`src/design/ip_tcp_udp_checksum_assert.svh`:
```
// Assertion macros for the checksum block, clocked on clk with active-low reset rst_n.
`ifndef IP_TCP_UDP_CHECKSUM_ASSERT_SVH
`define IP_TCP_UDP_CHECKSUM_ASSERT_SVH

// Consequent must hold in the same cycle as the antecedent.
`define IPCS_ASSERT_NOW(label, ante, cons, msg) \
    label: assert property (@(posedge clk) disable iff (!rst_n) (ante) |-> (cons)) \
        else $error(msg);

// Consequent must hold in the cycle after the antecedent.
`define IPCS_ASSERT_NEXT(label, ante, cons, msg) \
    label: assert property (@(posedge clk) disable iff (!rst_n) (ante) |=> (cons)) \
        else $error(msg);

`endif

```
`src/design/ipcs_pkg.sv`:
```
// Shared constants and helper functions for the IPv4/UDP/TCP checksum block.
`timescale 1ns / 1ps

package ipcs_pkg;

    localparam logic [1:0]  MODE_UDP    = 2'd1;
    localparam logic [1:0]  MODE_TCP    = 2'd2;

    localparam logic [31:0] PROTO_UDP   = 32'd17;
    localparam logic [31:0] PROTO_TCP   = 32'd6;

    localparam logic [15:0] IP_SUM_IDX  = 16'd5;
    localparam logic [15:0] ADDR_FIRST  = 16'd6;
    localparam logic [15:0] ADDR_LAST   = 16'd9;
    localparam logic [15:0] TCP_LEN_IDX = 16'd1;
    localparam logic [15:0] UDP_LEN_OFF = 16'd2;
    localparam logic [15:0] UDP_SUM_OFF = 16'd3;
    localparam logic [15:0] TCP_SUM_OFF = 16'd8;
    localparam logic [15:0] WORD_MAX    = 16'hFFFF;

    // Contribution of one segment word at word offset off, given the segment length in bytes.
    function automatic logic [15:0] seg_word_term(input logic [15:0] off,
                                                  input logic [15:0] w,
                                                  input logic [15:0] len);
        logic [17:0] byte_off;
        logic [17:0] len_ext;
        logic [15:0] term;
        byte_off = {1'b0, off, 1'b0};
        len_ext  = {2'b00, len};
        if (byte_off + 18'd2 <= len_ext)
            term = w;
        else if (byte_off + 18'd1 == len_ext)
            term = {w[15:8], 8'h00};
        else
            term = 16'h0000;
        return term;
    endfunction

    // Fold a 32-bit sum twice to 16 bits and invert.
    function automatic logic [15:0] fold_checksum(input logic [31:0] acc);
        logic [16:0] s;
        s = {1'b0, acc[31:16]} + {1'b0, acc[15:0]};
        s = s + {16'h0000, s[16]};
        return ~s[15:0];
    endfunction

endpackage

```
`src/design/ip_tcp_udp_checksum.sv`:
```
// Streaming RFC 1071 checksum over an IPv4 packet: IP header, UDP or TCP with pseudo-header.
`timescale 1ns / 1ps
`include "ip_tcp_udp_checksum_assert.svh"
// Timing: an accepted word waits in the input register and is folded into the running state when it
//   retires; for the last word of a packet the checksum is then registered and offered from the result register.
// Throughput: one word per cycle; the input register and the result register part the two
//   sides, so the only stall is a last word meeting a checksum still held by checksum_stall.
// Reset (rst_n low, asynchronous): accumulator, word index, lengths and mode clear to zero,
//   both valid flags drop, so the block is ready for a word once reset is released.

module ip_tcp_udp_checksum
(
    input  logic        clk,
    input  logic        rst_n,
    input  logic        word_valid,
    output logic        word_stall,
    input  logic [1:0]  opcode,
    input  logic [15:0] packet_word,
    input  logic        first_word,
    input  logic        last_word,
    output logic        checksum_valid,
    input  logic        checksum_stall,
    output logic [15:0] checksum
);
    import ipcs_pkg::*;

    // Input register: one word waiting to be folded into the running state.
    logic        s1_valid_reg, s1_valid_next;
    logic [1:0]  s1_opcode_reg;
    logic [15:0] s1_word_reg;
    logic        s1_first_reg;
    logic        s1_last_reg;

    // Running packet state.
    logic [31:0] acc_reg, acc_next;
    logic [15:0] word_index_reg, word_index_next;
    logic [3:0]  header_words_reg, header_words_next;
    logic [15:0] segment_length_reg, segment_length_next;
    logic [1:0]  active_mode_reg, active_mode_next;
    logic        length_known_reg, length_known_next;
    logic [1:0]  pend_valid_reg, pend_valid_next;
    logic [15:0] pend_word_reg [2];
    logic [15:0] pend_word_next [2];

    // Result register.
    logic        checksum_valid_reg, checksum_valid_next;
    logic [15:0] checksum_reg, checksum_next;

    logic        word_accept;
    logic        out_free;
    logic        proc;

    // Per-word working values, after a first word has restarted the state.
    logic [31:0] acc_base;
    logic [15:0] idx;
    logic [3:0]  hw;
    logic [1:0]  mode;
    logic [15:0] seg_len;
    logic        known;
    logic [1:0]  pv;
    logic        is_udp, is_tcp;
    logic [15:0] hw2, hb;
    logic        set_len_tcp, set_len_udp, set_len;
    logic [15:0] new_len, len_eff;
    logic        known_eff;
    logic        in_seg, sum_field;
    logic [15:0] off, seg_val;
    logic [15:0] ip_term, addr_term, len_term, pend0_term, pend1_term, seg_term;
    logic [31:0] acc_calc;

    // A last word may only retire when the result register is free or being drained.
    assign out_free    = !checksum_valid_reg || !checksum_stall;
    assign proc        = s1_valid_reg && (!s1_last_reg || out_free);
    assign word_stall  = s1_valid_reg && !proc;
    assign word_accept = word_valid && !word_stall;

    assign checksum_valid = checksum_valid_reg;
    assign checksum       = checksum_reg;

    // Restart the state on a first word, otherwise continue from the registers.
    always_comb
    begin
        if (s1_first_reg)
        begin
            mode    = s1_opcode_reg;
            hw      = s1_word_reg[11:8];
            idx     = 16'h0000;
            seg_len = 16'h0000;
            known   = 1'b0;
            pv      = 2'b00;
            case (s1_opcode_reg)
                MODE_UDP: acc_base = PROTO_UDP;
                MODE_TCP: acc_base = PROTO_TCP;
                default:  acc_base = 32'h0000_0000;
            endcase
        end
        else
        begin
            mode     = active_mode_reg;
            hw       = header_words_reg;
            idx      = word_index_reg;
            seg_len  = segment_length_reg;
            known    = length_known_reg;
            pv       = pend_valid_reg;
            acc_base = acc_reg;
        end
    end

    // Contributions of this word; opcode three falls into IP header mode.
    always_comb
    begin
        is_udp = (mode == MODE_UDP);
        is_tcp = (mode == MODE_TCP);
        hw2    = {11'h000, hw, 1'b0};
        hb     = {10'h000, hw, 2'b00};

        ip_term   = (!is_udp && !is_tcp && idx < hw2 && idx != IP_SUM_IDX)
                    ? s1_word_reg : 16'h0000;
        addr_term = ((is_udp || is_tcp) && idx >= ADDR_FIRST && idx <= ADDR_LAST)
                    ? s1_word_reg : 16'h0000;

        // TCP length comes from the total length word, clamped at zero; UDP from its header.
        set_len_tcp = is_tcp && (idx == TCP_LEN_IDX);
        set_len_udp = is_udp && (idx == hw2 + UDP_LEN_OFF);
        set_len     = set_len_tcp || set_len_udp;
        if (set_len_tcp)
            new_len = (s1_word_reg >= hb) ? (s1_word_reg - hb) : 16'h0000;
        else
            new_len = s1_word_reg;
        len_eff   = set_len ? new_len : seg_len;
        known_eff = known || set_len;
        len_term  = set_len ? new_len : 16'h0000;

        // Flush early segment words once the length is known.
        pend0_term = (set_len && pv[0]) ? seg_word_term(16'd0, pend_word_reg[0], new_len)
                                        : 16'h0000;
        pend1_term = (set_len && pv[1]) ? seg_word_term(16'd1, pend_word_reg[1], new_len)
                                        : 16'h0000;

        in_seg    = (is_udp || is_tcp) && (idx >= hw2);
        off       = idx - hw2;
        sum_field = (is_udp && off == UDP_SUM_OFF) || (is_tcp && off == TCP_SUM_OFF);
        seg_val   = sum_field ? 16'h0000 : s1_word_reg;
        seg_term  = (in_seg && known_eff) ? seg_word_term(off, seg_val, len_eff) : 16'h0000;

        acc_calc = acc_base + {16'h0000, ip_term} + {16'h0000, addr_term}
                 + {16'h0000, len_term} + {16'h0000, pend0_term}
                 + {16'h0000, pend1_term} + {16'h0000, seg_term};
    end

    // Next state: advance only when the held word retires.
    always_comb
    begin
        s1_valid_next       = word_accept ? 1'b1 : (proc ? 1'b0 : s1_valid_reg);
        acc_next            = acc_reg;
        word_index_next     = word_index_reg;
        header_words_next   = header_words_reg;
        segment_length_next = segment_length_reg;
        active_mode_next    = active_mode_reg;
        length_known_next   = length_known_reg;
        pend_valid_next     = pend_valid_reg;
        pend_word_next[0]   = pend_word_reg[0];
        pend_word_next[1]   = pend_word_reg[1];
        checksum_valid_next = checksum_valid_reg && checksum_stall;
        checksum_next       = checksum_reg;

        if (proc)
        begin
            acc_next            = acc_calc;
            word_index_next     = (idx == WORD_MAX) ? idx : idx + 16'd1;
            header_words_next   = hw;
            segment_length_next = len_eff;
            active_mode_next    = mode;
            length_known_next   = known_eff;
            pend_valid_next     = set_len ? 2'b00 : pv;
            if (in_seg && !known_eff && off < 16'd2)
            begin
                pend_word_next[off[0]]  = seg_val;
                pend_valid_next[off[0]] = 1'b1;
            end
            if (s1_last_reg)
            begin
                checksum_valid_next = 1'b1;
                checksum_next       = fold_checksum(acc_calc);
            end
        end
    end

    always_ff @(posedge clk or negedge rst_n)
    begin
        if (!rst_n)
        begin
            s1_valid_reg       <= 1'b0;
            acc_reg            <= 32'h0000_0000;
            word_index_reg     <= 16'h0000;
            header_words_reg   <= 4'h0;
            segment_length_reg <= 16'h0000;
            active_mode_reg    <= 2'b00;
            length_known_reg   <= 1'b0;
            pend_valid_reg     <= 2'b00;
            checksum_valid_reg <= 1'b0;
        end
        else
        begin
            s1_valid_reg       <= s1_valid_next;
            acc_reg            <= acc_next;
            word_index_reg     <= word_index_next;
            header_words_reg   <= header_words_next;
            segment_length_reg <= segment_length_next;
            active_mode_reg    <= active_mode_next;
            length_known_reg   <= length_known_next;
            pend_valid_reg     <= pend_valid_next;
            checksum_valid_reg <= checksum_valid_next;
        end
    end

    // Payload registers: hold unless a transfer or a retiring word updates them.
    always_ff @(posedge clk)
    begin
        if (word_accept)
        begin
            s1_opcode_reg <= opcode;
            s1_word_reg   <= packet_word;
            s1_first_reg  <= first_word;
            s1_last_reg   <= last_word;
        end
        pend_word_reg[0] <= pend_word_next[0];
        pend_word_reg[1] <= pend_word_next[1];
        checksum_reg     <= checksum_next;
    end

    `IPCS_ASSERT_NOW(a_stall_cause, word_stall,
        s1_valid_reg && s1_last_reg && checksum_valid_reg && checksum_stall,
        "input stalled without a blocked last word")
    `IPCS_ASSERT_NEXT(a_last_gives_result, proc && s1_last_reg,
        checksum_valid_reg,
        "retired last word did not present a checksum")
    `IPCS_ASSERT_NEXT(a_index_saturates, proc && !s1_first_reg && word_index_reg == WORD_MAX,
        word_index_reg == WORD_MAX,
        "word index wrapped past saturation")
    `IPCS_ASSERT_NOW(a_pend_only_unknown, pend_valid_reg != 2'b00,
        !length_known_reg,
        "pending segment words held after the length was known")

endmodule
```
`config.mk`:
```
export PLATFORM = sky130hd
export DESIGN_NAME = ip_tcp_udp_checksum
export DESIGN_NICKNAME = d
export VERILOG_FILES = /design/src/design/ipcs_pkg.sv /design/src/design/ip_tcp_udp_checksum.sv
export VERILOG_INCLUDE_DIRS = /design/src /design/src/design
export SDC_FILE = /design/constraint.sdc
export NUM_CORES = 1
export LEC_CHECK = 0
export BUFFER_PORTS_ARGS = -buffer_cell sky130_fd_sc_hd__buf_2
export CAP_MARGIN = 10
export CORE_MARGIN = 10
export CORE_UTILIZATION = 65
export DETAILED_ROUTE_END_ITERATION = 16
export PLACE_DENSITY = 0.83
export SYNTH_ARGS = -nofsm -noshare
export SYNTH_HDL_FRONTEND = slang
export SYNTH_SLANG_ARGS = --single-unit
```
`constraint.sdc`:
```
create_clock -name clk -period 34.5 [get_ports clk]
set_clock_uncertainty 0.15 [all_clocks]
set_input_delay 0 -clock clk [delete_from_list [all_inputs] [get_ports clk]]
set_output_delay 0 -clock clk [all_outputs]
set_load 0.01 [all_outputs]
```
==> metrics.txt <==
worst slew pin tran around 1.1 ns; Crit path top cell by count a21oi_1; YS warnings 0; Mean Syn Cell Area 9.06 µm²; FF-to-FF setup slack between 20 and 25 ns; io pins 42; die area 25000 µm²; Crit Path Max Fanout between 60 and 70; htree depth 4; Routed Antenna Nets 0; CTS Buffer Depth 2; dpl cells between 1500 and 2000; Port Buffer Count slightly above 40; fmax roughly 70 MHz; WL/cell around 20 µm; Mapped Cells between 1000 and 1500; Core ar. 18700 µm²; Critical-path top delay cell a221oi_1; Yosys cell types 83; initial antenna violation count 0; Data arrival, critical path approximately 14 ns; fillcell total 1374; post-route setup slack slightly above 20 ns; starting density of the core 0.663; Hold/Removal Path Class in2reg; final core utilization 0.729; Synth async-reset ratio 0.524; Final Net Count roughly 1600; Worst EP required roughly 35 ns; Clock transition at path regs around 0.070 ns; Pwr per Cell Area approximately 53 nW/µm²; crit end category register; gr ovfl total 0; vias in the first global route around 10000; largest net degree at the start of global routing 83; final wirelength about 34000 µm; CTS tree done; dpl ws a little over 20 ns; Root Driver clkbuf_16; Mapped Area around 12000 µm²; Clock Sinks about 140; setup_tns 0 ns; Min Clock Period, post-route around 14 ns; GPL Wtd Cong roughly 0.98; Fin. Hold Viols 0; DIE HEIGHT approximately 160 µm; area delta synth->final 9.96%; Leak roughly 6 nW; DRT Pass-1 Iters 5; Overall Global Routing Usage 0.276; DRT iter0 DRCs 957; DIE WIDTH between 150 and 200 µm; ANT cells 0; Max-cap violations 0; worst hold slack 0.118 ns; startpoint types register; CP peak stage delay between 0.8 and 0.9 ns; cts repair resizes 0; Crit Path Class reg2reg; RSZ-0062 raised after global routing no; # DRC 0; Post-Syn Nets ~1500; commonest non-fill, non-tap cell in the layout nand2_1; Setup Viol. Count Final 0; commonest non-fill, non-tap cells in the layout 237 x nand2_1, 113 x inv_1, 89 x nor2_1; total CTS buffers 17; period utilisation layout 0.413; max_slew headroom 0.252; status finished clean; DR vias/cell a little over 6; clk_lat worst skew 0.44 ns; Site Rows 50; Slew Limit Fails 0; setup bufs post-CTS 0; synthesis-stage register bit count around 140; final std cells w/o fill around 1700; global-route wire length before repair 53600 µm; vias after detailed routing a little over 10000; EDFF count, synth 68; post-detail-place hpwl 25100 µm; share of layout cells above drive strength 1 0.0830; Primary FF master, synth dfrtp_1; worst IR drop on VDD roughly 34 µV; Seq/Total Area, Yosys 0.316; hold_buf cts 25
stage by stage:
step | instance area [µm²] | power [mW]
floorplan | 12400 | 0.448
global placement | 12800 | 0.519
detailed placement | 12800 | 0.527
CTS | 13600 | 0.715
global route | 13600 | 0.765
finish | 13600 | 0.719
layer usage:
metal / part of all wire / vias to the layer above / routed length (µm) / GRT usage
met2: 0.49 / 455 / 16500 / 0.462
met1: 0.40 / 4955 / 13300 / 0.346
met4: 0.030 / 0 / 992 / 0.100
met5: 0 / - / 0 / 0
met3: 0.079 / 73 / 2650 / 0.0570
li1: - / 4793 / - / -
cells in the mapped netlist (all sizes together), types with 4 or more instances:
cell type | number | area share
a211oi | 9 | 0.0069
a21boi | 14 | 0.0088
a21o | 17 | 0.010
a21oi | 62 | 0.025
a221oi | 5 | 0.0050
a2bb2oi | 4 | 0.0028
a31oi | 11 | 0.0056
a41oi | 4 | 0.0034
and2 | 42 | 0.021
and3 | 10 | 0.0050
buf | 19 | 0.0081
clkbuf | 26 | 0.0079
dfrtp | 75 | 0.15
edfxtp | 68 | 0.16
fa | 81 | 0.13
ha | 76 | 0.077
inv | 114 | 0.035
mux2 | 4 | 0.0036
mux2i | 7 | 0.0057
nand2 | 238 | 0.072
nand2b | 9 | 0.0045
nand3 | 30 | 0.012
nand3b | 4 | 0.0024
nand4 | 14 | 0.0071
nor2 | 90 | 0.027
nor2b | 19 | 0.0096
nor3 | 47 | 0.020
nor3b | 5 | 0.0030
nor4 | 13 | 0.0083
o211ai | 8 | 0.0048
o21a | 8 | 0.0048
o21ai | 58 | 0.023
o32ai | 5 | 0.0035
or2 | 9 | 0.0045
or3 | 6 | 0.0034
or4 | 9 | 0.0061
xnor2 | 60 | 0.042
xor2 | 46 | 0.033
cell type report:
type	instances	area, µm²	area share
Sequential cell	143	3920	0.288
Timing Repair Buffer	78	548	0.0402
Clock buffer	17	425	0.0312
Inverter	114	428	0.0314
Clock inverter	15	164	0.0120
Tap cell	234	293	0.0215
Multi-Input combinational cell	1066	7850	0.576
cells by family (layout without fill, tap and decap cells):
| kind of cell | Yosys count | after routing | synth area share |
|---|---|---|---|
| AO/OA/AOI/OAI | 235 | 235 | 0.126 |
| XOR/XNOR | 106 | 106 | 0.0749 |
| adder cells (fa/ha/maj) | 157 | 157 | 0.208 |
| buffers and inverters | 159 | 224 | 0.0505 |
| flip-flops | 143 | 143 | 0.316 |
| multiplexers | 11 | 11 | 0.00929 |
| AND/OR/NAND/NOR | 557 | 557 | 0.216 |
critical path: cells and delay by family (launching register included):
| family | cells | cell delay [ns] |
|---|---|---|
| AO/OA/AOI/OAI | 22 | 6.51 |
| adder cells (fa/ha/maj) | 6 | 2.18 |
| AND/OR/NAND/NOR | 15 | 3.35 |
| buffers and inverters | 3 | 1.14 |
| flip-flops | 1 | 0.34 |
| XOR/XNOR | 2 | 0.30 |
where the power goes:
part,switching (mW),internal [mW]
combinational,0.189,0.121
sequential,0.0175,0.205
clock,0.0888,0.0972
total,0.295,0.423
worst paths after layout:
check                                         from                        end  depth (start not counted)
hold / removal                     packet_word[10]  s1_word_reg[10]$_DFFE_PP_                          2
setup reg to reg            s1_first_reg$_DFFE_PP_     checksum[15]$_DFFE_PP_                         48
setup / recovery            s1_first_reg$_DFFE_PP_     checksum[15]$_DFFE_PP_                         48
max in group asynchronous                    rst_n     acc_reg[8]$_DFFE_PN0P_                          3
hold reg to reg            acc_reg[19]$_DFFE_PN0P_    acc_reg[19]$_DFFE_PN0P_                          2
min in group asynchronous                    rst_n   s1_valid_reg$_DFFE_PN0P_                          3
Note: power is estimated with default switching activity, not from simulation.
